--- config.mk ---
export PLATFORM = sky130hd
export DESIGN_NAME = ppm_frame_decoder_flat
export DESIGN_NICKNAME = d
export VERILOG_FILES = /design/src/hw/rtl/ppm_pkg.sv /design/src/hw/rtl/ppm_if.sv /design/src/hw/rtl/ppm_cfg_regs.sv /design/src/hw/rtl/ppm_frame_track.sv /design/src/hw/rtl/ppm_chan_store.sv /design/src/hw/rtl/ppm_frame_decoder.sv /design/src/flat_wrapper.sv
export SDC_FILE = /design/constraint.sdc
export NUM_CORES = 2
export LEC_CHECK = 0
export BUFFER_PORTS_ARGS = -buffer_cell sky130_fd_sc_hd__buf_2
export CORE_MARGIN = 1.5
export CORE_UTILIZATION = 25
export DETAILED_ROUTE_END_ITERATION = 8
export PLACE_DENSITY = 0.44
export SYNTH_ARGS = -nofsm -noshare
export SYNTH_HDL_FRONTEND = slang
export SYNTH_SLANG_ARGS = --single-unit
--- constraint.sdc ---
create_clock -name clk -period 7.35 [get_ports clk]
set_input_delay 0 -clock clk [delete_from_list [all_inputs] [get_ports clk]]
set_output_delay 0 -clock clk [all_outputs]
set_load 0.1 [all_outputs]
--- src/hw/rtl/ppm_pkg.sv ---
// ----------------------------------------------------------------------------
// ppm_pkg
// Shared constants and types of the PPM frame decoder.
// ----------------------------------------------------------------------------
package ppm_pkg;

	localparam int MAX_CHANNELS_DEF = 16;

	// Field widths
	localparam int CNT_W     = 6;   // holds a channel count up to 63
	localparam int CHAN_W    = 5;
	localparam int VAL_W     = 16;
	localparam int TIME_W    = 32;
	localparam int CFG_IDX_W = 2;
	localparam int CFG_DAT_W = 32;

	// Reset values and substitutes for a zero register
	localparam int unsigned DEF_CHANNEL_COUNT  = 8;
	localparam int unsigned DEF_SYNC_WIDTH     = 3000;
	localparam int unsigned DEF_SIGNAL_TIMEOUT = 100000;

	typedef enum logic [CFG_IDX_W-1:0] {
		REG_CHANNEL_COUNT  = 2'd0,
		REG_SYNC_WIDTH     = 2'd1,
		REG_SIGNAL_TIMEOUT = 2'd2
	} cfg_reg_t;

	// Effective configuration seen by the datapath
	typedef struct packed {
		logic [CNT_W-1:0]  count;
		logic [VAL_W-1:0]  sync;
		logic [TIME_W-1:0] timeout;
	} cfg_t;

	// Slot write from the frame tracker to the channel store
	typedef struct packed {
		logic             we;
		logic [CNT_W-1:0] idx;
		logic [VAL_W-1:0] data;
	} slot_wr_t;

endpackage

--- src/hw/rtl/ppm_if.sv ---
// ----------------------------------------------------------------------------
// ppm_tick_if / ppm_result_if
// Valid/ready channels carrying one tick item and one result item.
// ----------------------------------------------------------------------------
interface ppm_tick_if;
	logic        valid;
	logic        ready;
	logic        edge_req;
	logic        snapshot;
	logic [4:0]  read_channel;
	logic [15:0] default_value;

	modport source (output valid, edge_req, snapshot, read_channel, default_value,
		input ready);
	modport sink (input valid, edge_req, snapshot, read_channel, default_value,
		output ready);
	modport monitor (input valid, ready, edge_req, snapshot, read_channel,
		default_value);
endinterface

interface ppm_result_if;
	logic        valid;
	logic        ready;
	logic [15:0] raw_value;
	logic [15:0] valid_value;
	logic [31:0] frame_age;
	logic        signal_valid;

	modport source (output valid, raw_value, valid_value, frame_age, signal_valid,
		input ready);
	modport sink (input valid, raw_value, valid_value, frame_age, signal_valid,
		output ready);
	modport monitor (input valid, ready, raw_value, valid_value, frame_age,
		signal_valid);
endinterface

--- src/hw/rtl/ppm_cfg_regs.sv ---
// ----------------------------------------------------------------------------
// ppm_cfg_regs
// Configuration registers and their effective values.
// ----------------------------------------------------------------------------
module ppm_cfg_regs import ppm_pkg::*; #(
	parameter int MAX_CHANNELS = MAX_CHANNELS_DEF
) (
	input  logic                 clk,
	input  logic                 arst_n,
	input  logic                 cfg_we,
	input  logic [CFG_IDX_W-1:0] cfg_index,
	input  logic [CFG_DAT_W-1:0] cfg_data,
	output cfg_t                 cfg
);

	localparam int DEF_CNT = (DEF_CHANNEL_COUNT > MAX_CHANNELS) ?
		MAX_CHANNELS : DEF_CHANNEL_COUNT;

	logic [CHAN_W-1:0] count_q;
	logic [VAL_W-1:0]  sync_q;
	logic [TIME_W-1:0] timeout_q;

	always_ff @(posedge clk or negedge arst_n) begin
		if (!arst_n) begin
			count_q   <= CHAN_W'(DEF_CHANNEL_COUNT);
			sync_q    <= VAL_W'(DEF_SYNC_WIDTH);
			timeout_q <= TIME_W'(DEF_SIGNAL_TIMEOUT);
		end else if (cfg_we) begin
			unique case (cfg_reg_t'(cfg_index))
				REG_CHANNEL_COUNT:  count_q   <= cfg_data[CHAN_W-1:0];
				REG_SYNC_WIDTH:     sync_q    <= cfg_data[VAL_W-1:0];
				REG_SIGNAL_TIMEOUT: timeout_q <= cfg_data[TIME_W-1:0];
				default: ;
			endcase
		end
	end

	// Zero count means the default; clamp anything above the slot count
	always_comb begin
		if (count_q == '0) begin
			cfg.count = CNT_W'(DEF_CNT);
		end else if ({1'b0, count_q} > CNT_W'(MAX_CHANNELS)) begin
			cfg.count = CNT_W'(MAX_CHANNELS);
		end else begin
			cfg.count = {1'b0, count_q};
		end
		cfg.sync    = (sync_q == '0) ? VAL_W'(DEF_SYNC_WIDTH) : sync_q;
		cfg.timeout = timeout_q;
	end

endmodule

--- src/hw/rtl/ppm_frame_track.sv ---
// ----------------------------------------------------------------------------
// ppm_frame_track
// Tick counter, edge gap measurement, sync detection and frame age.
// ----------------------------------------------------------------------------
module ppm_frame_track import ppm_pkg::*; (
	input  logic              clk,
	input  logic              arst_n,
	input  logic              step,
	input  logic              edge_req,
	input  cfg_t              cfg,
	output slot_wr_t          slot_wr,
	output logic [TIME_W-1:0] age
);

	logic [TIME_W-1:0] time_q;
	logic [TIME_W-1:0] last_edge_q;
	logic [TIME_W-1:0] last_frame_q;
	logic [CNT_W-1:0]  chan_idx_q;
	logic              frame_seen_q;

	logic [TIME_W-1:0] gap;
	logic              is_sync;
	logic              frame_done;

	assign gap        = time_q - last_edge_q;
	assign is_sync    = gap >= {{(TIME_W-VAL_W){1'b0}}, cfg.sync};
	assign frame_done = edge_req && is_sync && (chan_idx_q != '0);

	always_comb begin
		slot_wr.we   = edge_req && !is_sync && (chan_idx_q < cfg.count);
		slot_wr.idx  = chan_idx_q;
		slot_wr.data = (gap[TIME_W-1:VAL_W] != '0) ? '1 : gap[VAL_W-1:0];
	end

	// Age reflects a frame closed by this very tick
	always_comb begin
		if (frame_done) begin
			age = '0;
		end else if (frame_seen_q) begin
			age = time_q - last_frame_q;
		end else begin
			age = '1;
		end
	end

	always_ff @(posedge clk or negedge arst_n) begin
		if (!arst_n) begin
			time_q       <= '0;
			last_edge_q  <= '0;
			last_frame_q <= '0;
			chan_idx_q   <= '0;
			frame_seen_q <= 1'b0;
		end else if (step) begin
			time_q <= time_q + TIME_W'(1);
			if (edge_req) begin
				last_edge_q <= time_q;
				if (is_sync) begin
					chan_idx_q <= '0;
				end else if (slot_wr.we) begin
					chan_idx_q <= chan_idx_q + CNT_W'(1);
				end
			end
			if (frame_done) begin
				last_frame_q <= time_q;
				frame_seen_q <= 1'b1;
			end
		end
	end

endmodule

--- src/hw/rtl/ppm_chan_store.sv ---
// ----------------------------------------------------------------------------
// ppm_chan_store
// Live and held channel slots, snapshot copy and channel read.
// ----------------------------------------------------------------------------
module ppm_chan_store import ppm_pkg::*; #(
	parameter int MAX_CHANNELS = MAX_CHANNELS_DEF
) (
	input  logic              clk,
	input  logic              arst_n,
	input  logic              step,
	input  slot_wr_t          slot_wr,
	input  logic              snapshot,
	input  logic [CHAN_W-1:0] read_channel,
	input  logic [CNT_W-1:0]  count,
	output logic [VAL_W-1:0]  raw
);

	localparam int IDX_W = (MAX_CHANNELS > 1) ? $clog2(MAX_CHANNELS) : 1;

	logic [VAL_W-1:0] live_q [MAX_CHANNELS];
	logic [VAL_W-1:0] held_q [MAX_CHANNELS];
	logic [VAL_W-1:0] live_nxt [MAX_CHANNELS];

	logic             rd_ok;
	logic [CNT_W-1:0] rd_idx;

	always_comb begin
		for (int i = 0; i < MAX_CHANNELS; i++) begin
			if (slot_wr.we && (slot_wr.idx[IDX_W-1:0] == IDX_W'(i))) begin
				live_nxt[i] = slot_wr.data;
			end else begin
				live_nxt[i] = live_q[i];
			end
		end
	end

	always_ff @(posedge clk or negedge arst_n) begin
		if (!arst_n) begin
			for (int i = 0; i < MAX_CHANNELS; i++) begin
				live_q[i] <= '0;
				held_q[i] <= '0;
			end
		end else if (step) begin
			for (int i = 0; i < MAX_CHANNELS; i++) begin
				live_q[i] <= live_nxt[i];
				if (snapshot && (CNT_W'(i) < count)) begin
					held_q[i] <= live_nxt[i];
				end
			end
		end
	end

	// A snapshot in the same tick is visible to the read
	assign rd_ok  = (read_channel != '0) && ({1'b0, read_channel} <= count);
	assign rd_idx = {1'b0, read_channel} - CNT_W'(1);

	always_comb begin
		if (!rd_ok) begin
			raw = '0;
		end else if (snapshot) begin
			raw = live_nxt[rd_idx[IDX_W-1:0]];
		end else begin
			raw = held_q[rd_idx[IDX_W-1:0]];
		end
	end

endmodule

--- src/hw/rtl/ppm_frame_decoder.sv ---
// ----------------------------------------------------------------------------
// ppm_frame_decoder
// Pulse-position RC frame decoder, one microsecond tick per item.
// ----------------------------------------------------------------------------
// Each tick transfer advances a 32-bit wrapping time counter and yields
// exactly one result transfer. An item is taken into an input register,
// worked on combinationally (gap measurement, slot update, snapshot, read
// and frame age) and lands in a result register, so a new tick is accepted
// on every clock while the result side keeps pace. Back-pressure on the
// result channel holds the result register and then the input register.
// Within a tick the edge is handled first, then the snapshot, then the read,
// so a read sees a slot written and copied in the same tick. Configuration
// is written through cfg_we/cfg_index/cfg_data; the user must write it while
// no tick is in flight, as the block itself does not enforce this.
module ppm_frame_decoder import ppm_pkg::*; #(
	parameter int MAX_CHANNELS = MAX_CHANNELS_DEF
) (
	input  logic                 clk,
	input  logic                 arst_n,
	ppm_tick_if.sink             tick,
	ppm_result_if.source         result,
	input  logic                 cfg_we,
	input  logic [CFG_IDX_W-1:0] cfg_index,
	input  logic [CFG_DAT_W-1:0] cfg_data
);

	cfg_t     cfg;
	slot_wr_t slot_wr;

	// Input register
	logic              v_s1;
	logic              edge_s1;
	logic              snap_s1;
	logic [CHAN_W-1:0] rd_ch_s1;
	logic [VAL_W-1:0]  defv_s1;

	// Result register
	logic              v_s2;
	logic [VAL_W-1:0]  raw_s2;
	logic [VAL_W-1:0]  valv_s2;
	logic [TIME_W-1:0] age_s2;
	logic              sig_s2;

	logic              step;
	logic [VAL_W-1:0]  raw;
	logic [TIME_W-1:0] age;

	// Advance the held tick whenever the result register is free or draining
	assign step       = v_s1 && (!v_s2 || result.ready);
	assign tick.ready = !v_s1 || step;

	always_ff @(posedge clk or negedge arst_n) begin
		if (!arst_n) begin
			v_s1 <= 1'b0;
		end else if (tick.ready) begin
			v_s1 <= tick.valid;
		end
	end

	always_ff @(posedge clk) begin
		if (tick.valid && tick.ready) begin
			edge_s1  <= tick.edge_req;
			snap_s1  <= tick.snapshot;
			rd_ch_s1 <= tick.read_channel;
			defv_s1  <= tick.default_value;
		end
	end

	ppm_cfg_regs #(
		.MAX_CHANNELS(MAX_CHANNELS)
	) u_cfg (
		.clk      (clk),
		.arst_n   (arst_n),
		.cfg_we   (cfg_we),
		.cfg_index(cfg_index),
		.cfg_data (cfg_data),
		.cfg      (cfg)
	);

	ppm_frame_track u_track (
		.clk     (clk),
		.arst_n  (arst_n),
		.step    (step),
		.edge_req(edge_s1),
		.cfg     (cfg),
		.slot_wr (slot_wr),
		.age     (age)
	);

	ppm_chan_store #(
		.MAX_CHANNELS(MAX_CHANNELS)
	) u_store (
		.clk         (clk),
		.arst_n      (arst_n),
		.step        (step),
		.slot_wr     (slot_wr),
		.snapshot    (snap_s1),
		.read_channel(rd_ch_s1),
		.count       (cfg.count),
		.raw         (raw)
	);

	// Hold the result until it is taken; a fresh one may replace it in the same edge
	always_ff @(posedge clk or negedge arst_n) begin
		if (!arst_n) begin
			v_s2 <= 1'b0;
		end else if (step) begin
			v_s2 <= 1'b1;
		end else if (result.ready) begin
			v_s2 <= 1'b0;
		end
	end

	always_ff @(posedge clk) begin
		if (step) begin
			raw_s2  <= raw;
			valv_s2 <= (raw == '0) ? defv_s1 : raw;
			age_s2  <= age;
			sig_s2  <= (age <= cfg.timeout);
		end
	end

	assign result.valid        = v_s2;
	assign result.raw_value    = raw_s2;
	assign result.valid_value  = valv_s2;
	assign result.frame_age    = age_s2;
	assign result.signal_valid = sig_s2;

endmodule

--- src/flat_wrapper.sv ---
// flat-port wrapper written by rule: the top's interface ports become plain ports
module ppm_frame_decoder_flat import ppm_pkg::*;
#(
	parameter int MAX_CHANNELS = MAX_CHANNELS_DEF
)
  (clk, arst_n, cfg_we, cfg_index, cfg_data, tick_valid, tick_edge_req, tick_snapshot, tick_read_channel, tick_default_value, tick_ready, result_valid, result_raw_value, result_valid_value, result_frame_age, result_signal_valid, result_ready);
  ppm_tick_if tick_i ();
  ppm_result_if result_i ();
  input  logic clk;
  input  logic arst_n;
  input  logic cfg_we;
  input  logic [CFG_IDX_W-1:0] cfg_index;
  input  logic [CFG_DAT_W-1:0] cfg_data;
  input wire logic [$bits(tick_i.valid)-1:0] tick_valid;
  input wire logic [$bits(tick_i.edge_req)-1:0] tick_edge_req;
  input wire logic [$bits(tick_i.snapshot)-1:0] tick_snapshot;
  input wire logic [$bits(tick_i.read_channel)-1:0] tick_read_channel;
  input wire logic [$bits(tick_i.default_value)-1:0] tick_default_value;
  output wire logic [$bits(tick_i.ready)-1:0] tick_ready;
  output wire logic [$bits(result_i.valid)-1:0] result_valid;
  output wire logic [$bits(result_i.raw_value)-1:0] result_raw_value;
  output wire logic [$bits(result_i.valid_value)-1:0] result_valid_value;
  output wire logic [$bits(result_i.frame_age)-1:0] result_frame_age;
  output wire logic [$bits(result_i.signal_valid)-1:0] result_signal_valid;
  input wire logic [$bits(result_i.ready)-1:0] result_ready;
  assign tick_i.valid = tick_valid;
  assign tick_i.edge_req = tick_edge_req;
  assign tick_i.snapshot = tick_snapshot;
  assign tick_i.read_channel = tick_read_channel;
  assign tick_i.default_value = tick_default_value;
  assign tick_ready = tick_i.ready;
  assign result_valid = result_i.valid;
  assign result_raw_value = result_i.raw_value;
  assign result_valid_value = result_i.valid_value;
  assign result_frame_age = result_i.frame_age;
  assign result_signal_valid = result_i.signal_valid;
  assign result_i.ready = result_ready;
  ppm_frame_decoder #(.MAX_CHANNELS(MAX_CHANNELS)) u_core (.clk(clk), .arst_n(arst_n), .tick(tick_i), .result(result_i), .cfg_we(cfg_we), .cfg_index(cfg_index), .cfg_data(cfg_data));
endmodule
Word level (Yosys, flattened, before mapping)
Index checks and enable logic that the tools add are counted.
{"block": "totals", "latchBits": 0, "wordCells": 206, "n_memories": 0, "rom_bits": 0, "register_bits": 758, "ramBits": 0}
{"block": "classes", "reduce_logical": 76, "n_div": 0, "addsub": 5, "n_mul": 0, "muxes": 35, "eq_ne": 17, "bitwise": 1, "magnitude_cmp": 22, "n_shift": 0}
{"cell": "$mux W16", "n": 25}
{"cell": "$bmux W16 S4", "n": 2}
{"cell": "$mux W32", "n": 2}
{"cell": "$sub A32 B32 Y32", "n": 2}
{"cell": "$lt A4 B6 Y1 const A", "n": 8}
{"cell": "$reduce_and A2 Y1", "n": 21}
{"cell": "$logic_and A1 B1 Y1", "n": 39}
{"cell": "$add A32 B1 Y32 const B", "n": 1}
{"cell": "$eq A4 B4 Y1 const B", "n": 8}
{"cell": "$ge A32 B16 Y1", "n": 1}
{"cell": "$le A32 B32 Y1", "n": 1}
{"cell": "$logic_not A16 Y1", "n": 2}
{"cell": "$lt A3 B6 Y1 const A", "n": 4}
{"cell": "$eq A4 B3 Y1 const B", "n": 4}
{"cell": "$reduce_bool A16 Y1", "n": 1}
{"cell": "$lt A1 B6 Y1 const A", "n": 2}
{"cell": "$lt A2 B6 Y1 const A", "n": 2}
{"cell": "$mux W6", "n": 2}
{"cell": "$mux W5", "n": 2}
{"cell": "$eq A4 B2 Y1 const B", "n": 2}
{"cell": "$add A6 B1 Y6 const B", "n": 1}
{"cell": "$lt A6 B6 Y1", "n": 1}
{"cell": "$reduce_bool A6 Y1", "n": 1}
{"cell": "$ge A5 B5 Y1 const B", "n": 1}
{"cell": "other kinds (16)", "n": 21}

Depth between registers and ports, before layout
{"block": "depth", "word_depth": 15, "mapped_depth": 37}

Hierarchy
A second synthesis with hierarchy kept.
{"block": "unflattened", "cells_unflattened": 3711, "area_unflattened_um2": 41402.2}
{"mod": "ppm_chan_store", "instances": 1, "cells_each": 2336, "area_each_um2": 26858.3}
{"mod": "ppm_frame_track", "instances": 1, "cells_each": 988, "area_each_um2": 8548.2}
{"mod": "ppm_frame_decoder", "instances": 1, "cells_each": 234, "area_each_um2": 3719.8}
{"mod": "ppm_cfg_regs", "instances": 1, "cells_each": 153, "area_each_um2": 2275.9}

Least setup slack after synthesis
OpenSTA, ideal clock, no wires.
{"block": "synth_timing", "path_kind": "register to register", "start": "reg u_core.u_track.time_q[0]", "end": "reg u_core.valv_s2[8] (netlist: u_core.result.valid_value[8]) (data pin)", "required_ns": 7.219, "setup_ns": 0.131, "slack_ns": -0.252, "arrival_ns": 7.471, "path_stages_with_launch": 32, "cell_sequence": "dfrtp_1 inv_1 ha_1 inv_1 fa_1 a211oi_1 o211ai_1 nand3_1 o21bai_1 a31oi_1 xor2_1 clkbuf_1 inv_1 clkbuf_1 ha_1 a2111o_1 a21oi_1 nand2_1 o21ai_0 nand3_1 buf_2 or4_1 nor2_1 buf_1 mux2_2 mux4_2 o41ai_1 nand2_1 nand3_1 nor2b_1 clkbuf_1 a31o_1"}
{"block": "synth_via", "elab_chain_len": 14}
{"item": "start, declared", "line": "ppm_frame_track.sv:15", "rtl": "logic [TIME_W-1:0] time_q;"}
{"item": "start signal, assigned", "line": "ppm_frame_track.sv:54", "rtl": "time_q <= time_q + TIME_W'(1);"}
{"item": "$sub A32 B32 Y32 (*)", "line": "ppm_frame_track.sv:25", "rtl": "assign gap = time_q - last_edge_q;"}
{"item": "$ge A32 B16 Y1", "line": "ppm_frame_track.sv:26", "rtl": "assign is_sync = gap >= {{(TIME_W-VAL_W){1'b0}}, cfg.sync};"}
{"item": "$logic_not A1 Y1", "line": "ppm_frame_track.sv:30", "rtl": "slot_wr.we = edge_req && !is_sync && (chan_idx_q < cfg.count);"}
{"item": "$logic_and A1 B1 Y1 (2 in series)", "line": "ppm_frame_track.sv:30"}
{"item": "$logic_and A1 B1 Y1", "line": "ppm_chan_store.sv:29", "rtl": "if (slot_wr.we && (slot_wr.idx[IDX_W-1:0] == IDX_W'(i))) begin"}
{"item": "$mux W16", "line": "ppm_chan_store.sv:29"}
{"item": "$bmux W16 S4 (*)", "line": "ppm_chan_store.sv:61", "rtl": "raw = live_nxt[rd_idx[IDX_W-1:0]];"}
{"item": "$mux W16 (not written as such) (*) (2 in series)", "line": "ppm_chan_store.sv:61"}
{"item": "$mux W16 (*)", "line": "ppm_chan_store.sv:60", "rtl": "end else if (snapshot) begin"}
{"item": "$mux W16 (*)", "line": "ppm_chan_store.sv:58", "rtl": "if (!rd_ok) begin"}
{"item": "$logic_not A16 Y1", "line": "ppm_frame_decoder.sv:117", "rtl": "valv_s2 <= (raw == '0) ? defv_s1 : raw;"}
{"item": "$mux W16 (*)", "line": "ppm_frame_decoder.sv:117"}
{"item": "end signal, assigned", "line": "ppm_frame_decoder.sv:117"}
{"item": "end, declared", "line": "ppm_frame_decoder.sv:40", "rtl": "logic [VAL_W-1:0] valv_s2;"}
Every way passes the cells marked *; elsewhere a longest branch is shown, timed or not. The select of a mux whose other input is x is not followed.
A chain may end at the register's enable or synchronous reset.

Final worst setup path
{"block": "layout_timing", "start": "reg u_core.u_track.time_q[0]", "end": "reg u_core.valv_s2[14] (netlist: u_core.result.valid_value[14]) (data pin)"}
{"block": "layout_via", "elab_chain_len": 14}
{"item": "$sub A32 B32 Y32 (*)", "line": "ppm_frame_track.sv:25"}
{"item": "$ge A32 B16 Y1", "line": "ppm_frame_track.sv:26"}
{"item": "$logic_not A1 Y1", "line": "ppm_frame_track.sv:30"}
{"item": "$logic_and A1 B1 Y1 (2 in series)", "line": "ppm_frame_track.sv:30"}
{"item": "$logic_and A1 B1 Y1", "line": "ppm_chan_store.sv:29"}
{"item": "$mux W16", "line": "ppm_chan_store.sv:29"}
{"item": "$bmux W16 S4 (*)", "line": "ppm_chan_store.sv:61"}
{"item": "$mux W16 (not written as such) (*) (2 in series)", "line": "ppm_chan_store.sv:61"}
{"item": "$mux W16 (*)", "line": "ppm_chan_store.sv:60"}
{"item": "$mux W16 (*)", "line": "ppm_chan_store.sv:58"}
{"item": "net u_core.raw[7]", "line": "ppm_frame_decoder.sv:45", "rtl": "logic [VAL_W-1:0] raw;"}
{"item": "$logic_not A16 Y1 (*)", "line": "ppm_frame_decoder.sv:117"}
{"item": "$mux W16 (*)", "line": "ppm_frame_decoder.sv:117"}
Mark *: on every way through the listed nets, which the timed path passes. The rest lies on a longest branch. The select of a mux whose other input is x is not followed.

==> run metrics <==
area leader, netlist dfrtp_1; worst-skew pair later-pin latency 0.73 ns; arrival time worst endpoint 7.82 ns; total gr overflow 0; Layout area overhead 25.5%; nets@finish 4,706; initial antenna violation count 6; chip width 406 µm; Power Density 308 nW/µm²; Seq/Total Area, Yosys 0.479; largest net degree at the start of global routing 151; total power 15.6 mW; minimum setup slack after placement -0.120 ns; TritonRoute pass-1 iters 8; layout cells sized above 1 0.248; routed len/inst 26.1 µm; area of the die 165,000 µm²; H-tree depth 3; Syn Inst Count 4,010; CP endpoint kind flip-flop; final worst-path cycle share 0.984; Worst Slack Setup Final 0.119 ns; Final min period 7.23 ns; vias per inst 5.13; Max Root-Sink Buffers 3; Residual DRC 0; worst vdd ir 0.398 mV; leading post-synthesis cells by cell area dfrtp_1 41%, o21ai_0 6.7%, edfxtp_1 6.5%; Most used DFF post-synth dfrtp_1; hold slack 0.0575 ns; Relative slew margins 0.103; CP Data Required Time 7.94 ns; RSZ-0062 raised after global routing yes; outcome completed; Routed Wire Length 176,000 µm; clock sinks 758; synthesized cell area 40,500 µm²; commonest non-fill, non-tap cell in the layout dfrtp_1; Synthesized Nets 4,200; Yosys cell types 105; Core Util, Final 0.316; Core Rows 147; post-synth top area share 0.405; Slew @ Worst Pin 1.34 ns; Crit Path Max Fanout 8; Die Ht 406 µm; slowest CP cell or4_4; drt initial violations 3,425; Max Cap Viol 0; gp weighted congestion 0.978; CORE AREA 161,000 µm²; I/O Buffers 128; CP Class reg -> reg; Initial Util 0.252; syn avg cell area 10.1 µm²; # setup viols final 0; Post-synth EDFFs 88; #FFs+latches synth 758; clk slew on worst S/H paths 0.06 ns; io pins 129; CTS tree built; ys async rst share 0.884; Ys Warns 0; CTS Buf Count 90; commonest cells after routing, fill and taps aside 656 x dfrtp_1, 571 x nand2_1, 531 x o21ai_0; GRT Overall Usage 0.212; vias in the first global route 34.0k; Register Area 19,400 µm²; slowest stage delay, CP 0.60 ns; leakage power 21.6 nW; critical path launch point type flip-flop; fillers 16.8k; hpwl dp 126,000 µm; type of the worst min-delay path in -> reg; area of the multi-input gates 19,900 µm²; first-pass GRT wire length 253,000 µm; Achievable Freq 138 MHz; max-slew violation total from the final report 0; total number of vias 34.6k; clock root buffer clkbuf_16; Hold Vio Cnt, Final 0; clock skew 0.0432 ns; Antenna Nets Post-Route 0
area by class of cell:
| cell class | count | area share |
|---|---|---|
| sequential | 758 | 0.382 |
| inverter | 160 | 0.0119 |
| antenna | 1 | 0.0000492 |
| timing repair buffer | 680 | 0.103 |
| clock buffer | 117 | 0.0479 |
| multi-input combinational | 2826 | 0.391 |
| tap | 2160 | 0.0532 |
| clock inverter | 47 | 0.0108 |
kinds of logic after synthesis:
logic type | count (synthesis) | share of synthesized area
AND/OR/NAND/NOR | 1135 | 0.129
AO/OA/AOI/OAI | 1045 | 0.155
flip-flops | 758 | 0.479
multiplexers | 435 | 0.138
buffers and inverters | 426 | 0.0414
adder cells (fa/ha/maj) | 128 | 0.0399
XOR/XNOR | 83 | 0.0179
worst max-delay path: cells and delay by family (launching register included):
family | cells | cell delay [ns]
adder cells (fa/ha/maj) | 3 | 0.79
buffers and inverters | 7 | 1.02
AND/OR/NAND/NOR | 9 | 2.42
flip-flops | 1 | 0.39
XOR/XNOR | 1 | 0.21
AO/OA/AOI/OAI | 9 | 1.92
multiplexers | 1 | 0.36
layer usage:
layer / wire [µm] / up-vias / GRT usage
met5: 57 / - / 0
met4: 5920 / 8 / 0.0641
met1: 81000 / 17400 / 0.304
met3: 13900 / 326 / 0.0457
met2: 75000 / 1430 / 0.317
li1: - / 15500 / -
Yosys cell counts, drive strengths merged, types with 16 or more instances:
cell type	number
o21ai	556
xor2	32
inv	157
xnor2	51
a211oi	23
buf	62
a21oi	173
mux2	199
edfxtp	88
dfrtp	656
nor2	172
ha	126
o21a	21
nor3	47
and2	25
or3	16
or4	24
o22ai	26
and3	23
nand2	574
nand4	47
mux4	78
a21o	31
clkbuf	204
a31oi	24
mux2i	158
o211ai	18
nand2b	29
a31o	19
nor4	22
nand3	97
nor2b	20
where the power goes:
group / total [mW] / switching, mW / internal, mW / leakage, nW
Sequential: 4.65 / 0.148 / 4.50 / 9.87
Clock: 4.65 / 1.96 / 2.69 / 1.43
Combinational: 6.33 / 4.39 / 1.94 / 10.3
timing repair:
item / in CTS / in global routing
endpoints found under the setup margin: 15 / 18
hold endpoints to repair: 168 / 0
hold buffers: 88 / 0
resized for setup: 9 / 62
cloned: 0 / 2
pin swaps: 0 / 43
setup buffers: 0 / 11
worst paths after layout:
path                       slack, ns  cells after the start                  startpoint                            end
min reg2reg                     0.46                      2  u_core.u_store.held_q[120]     u_core.u_store.held_q[120]
max in group asynchronous       5.57                      4                      arst_n      u_core.u_store.live_q[34]
min                             0.06                      3                cfg_data[24]     u_core.u_cfg.timeout_q[24]
max reg2reg                     0.12                     30    u_core.u_track.time_q[0]  u_core.result.valid_value[14]
max                             0.12                     30    u_core.u_track.time_q[0]  u_core.result.valid_value[14]
min in group asynchronous       0.40                      3                      arst_n     u_core.u_store.live_q[138]
state kept, by name, indices dropped and copies added, names as in the netlist:
| name | flops |
|---|---|
| u_core.u_store.held_q | 256 |
| u_core.u_store.live_q | 256 |
| u_core.result.frame_age | 32 |
| u_core.u_cfg.timeout_q | 32 |
| u_core.u_track.last_edge_q | 32 |
| u_core.u_track.last_frame_q | 32 |
| u_core.u_track.time_q | 32 |
| u_core.defv_s1 | 16 |
| u_core.result.raw_value | 16 |
| u_core.result.valid_value | 16 |
| u_core.u_cfg.sync_q | 16 |
| u_core.u_track.chan_idx_q | 6 |
| u_core.rd_ch_s1 | 5 |
| u_core.u_cfg.count_q | 5 |
| u_core.edge_s1 | 1 |
| u_core.result.signal_valid | 1 |
| u_core.result.valid | 1 |
| u_core.snap_s1 | 1 |
| u_core.u_track.frame_seen_q | 1 |
| u_core.v_s1 | 1 |
metrics by stage:
step	cells	cell area (µm²)	TNS, ns
after CTS	6735	50400	0
after global placement	6483	46500	-1.38
after global routing	6748	50800	-1.88
after detailed placement	6483	46500	-1.65
after floorplan	4010	40500	0
final	6749	50800	0
No activity file was read; power rests on OpenSTA's default activity.
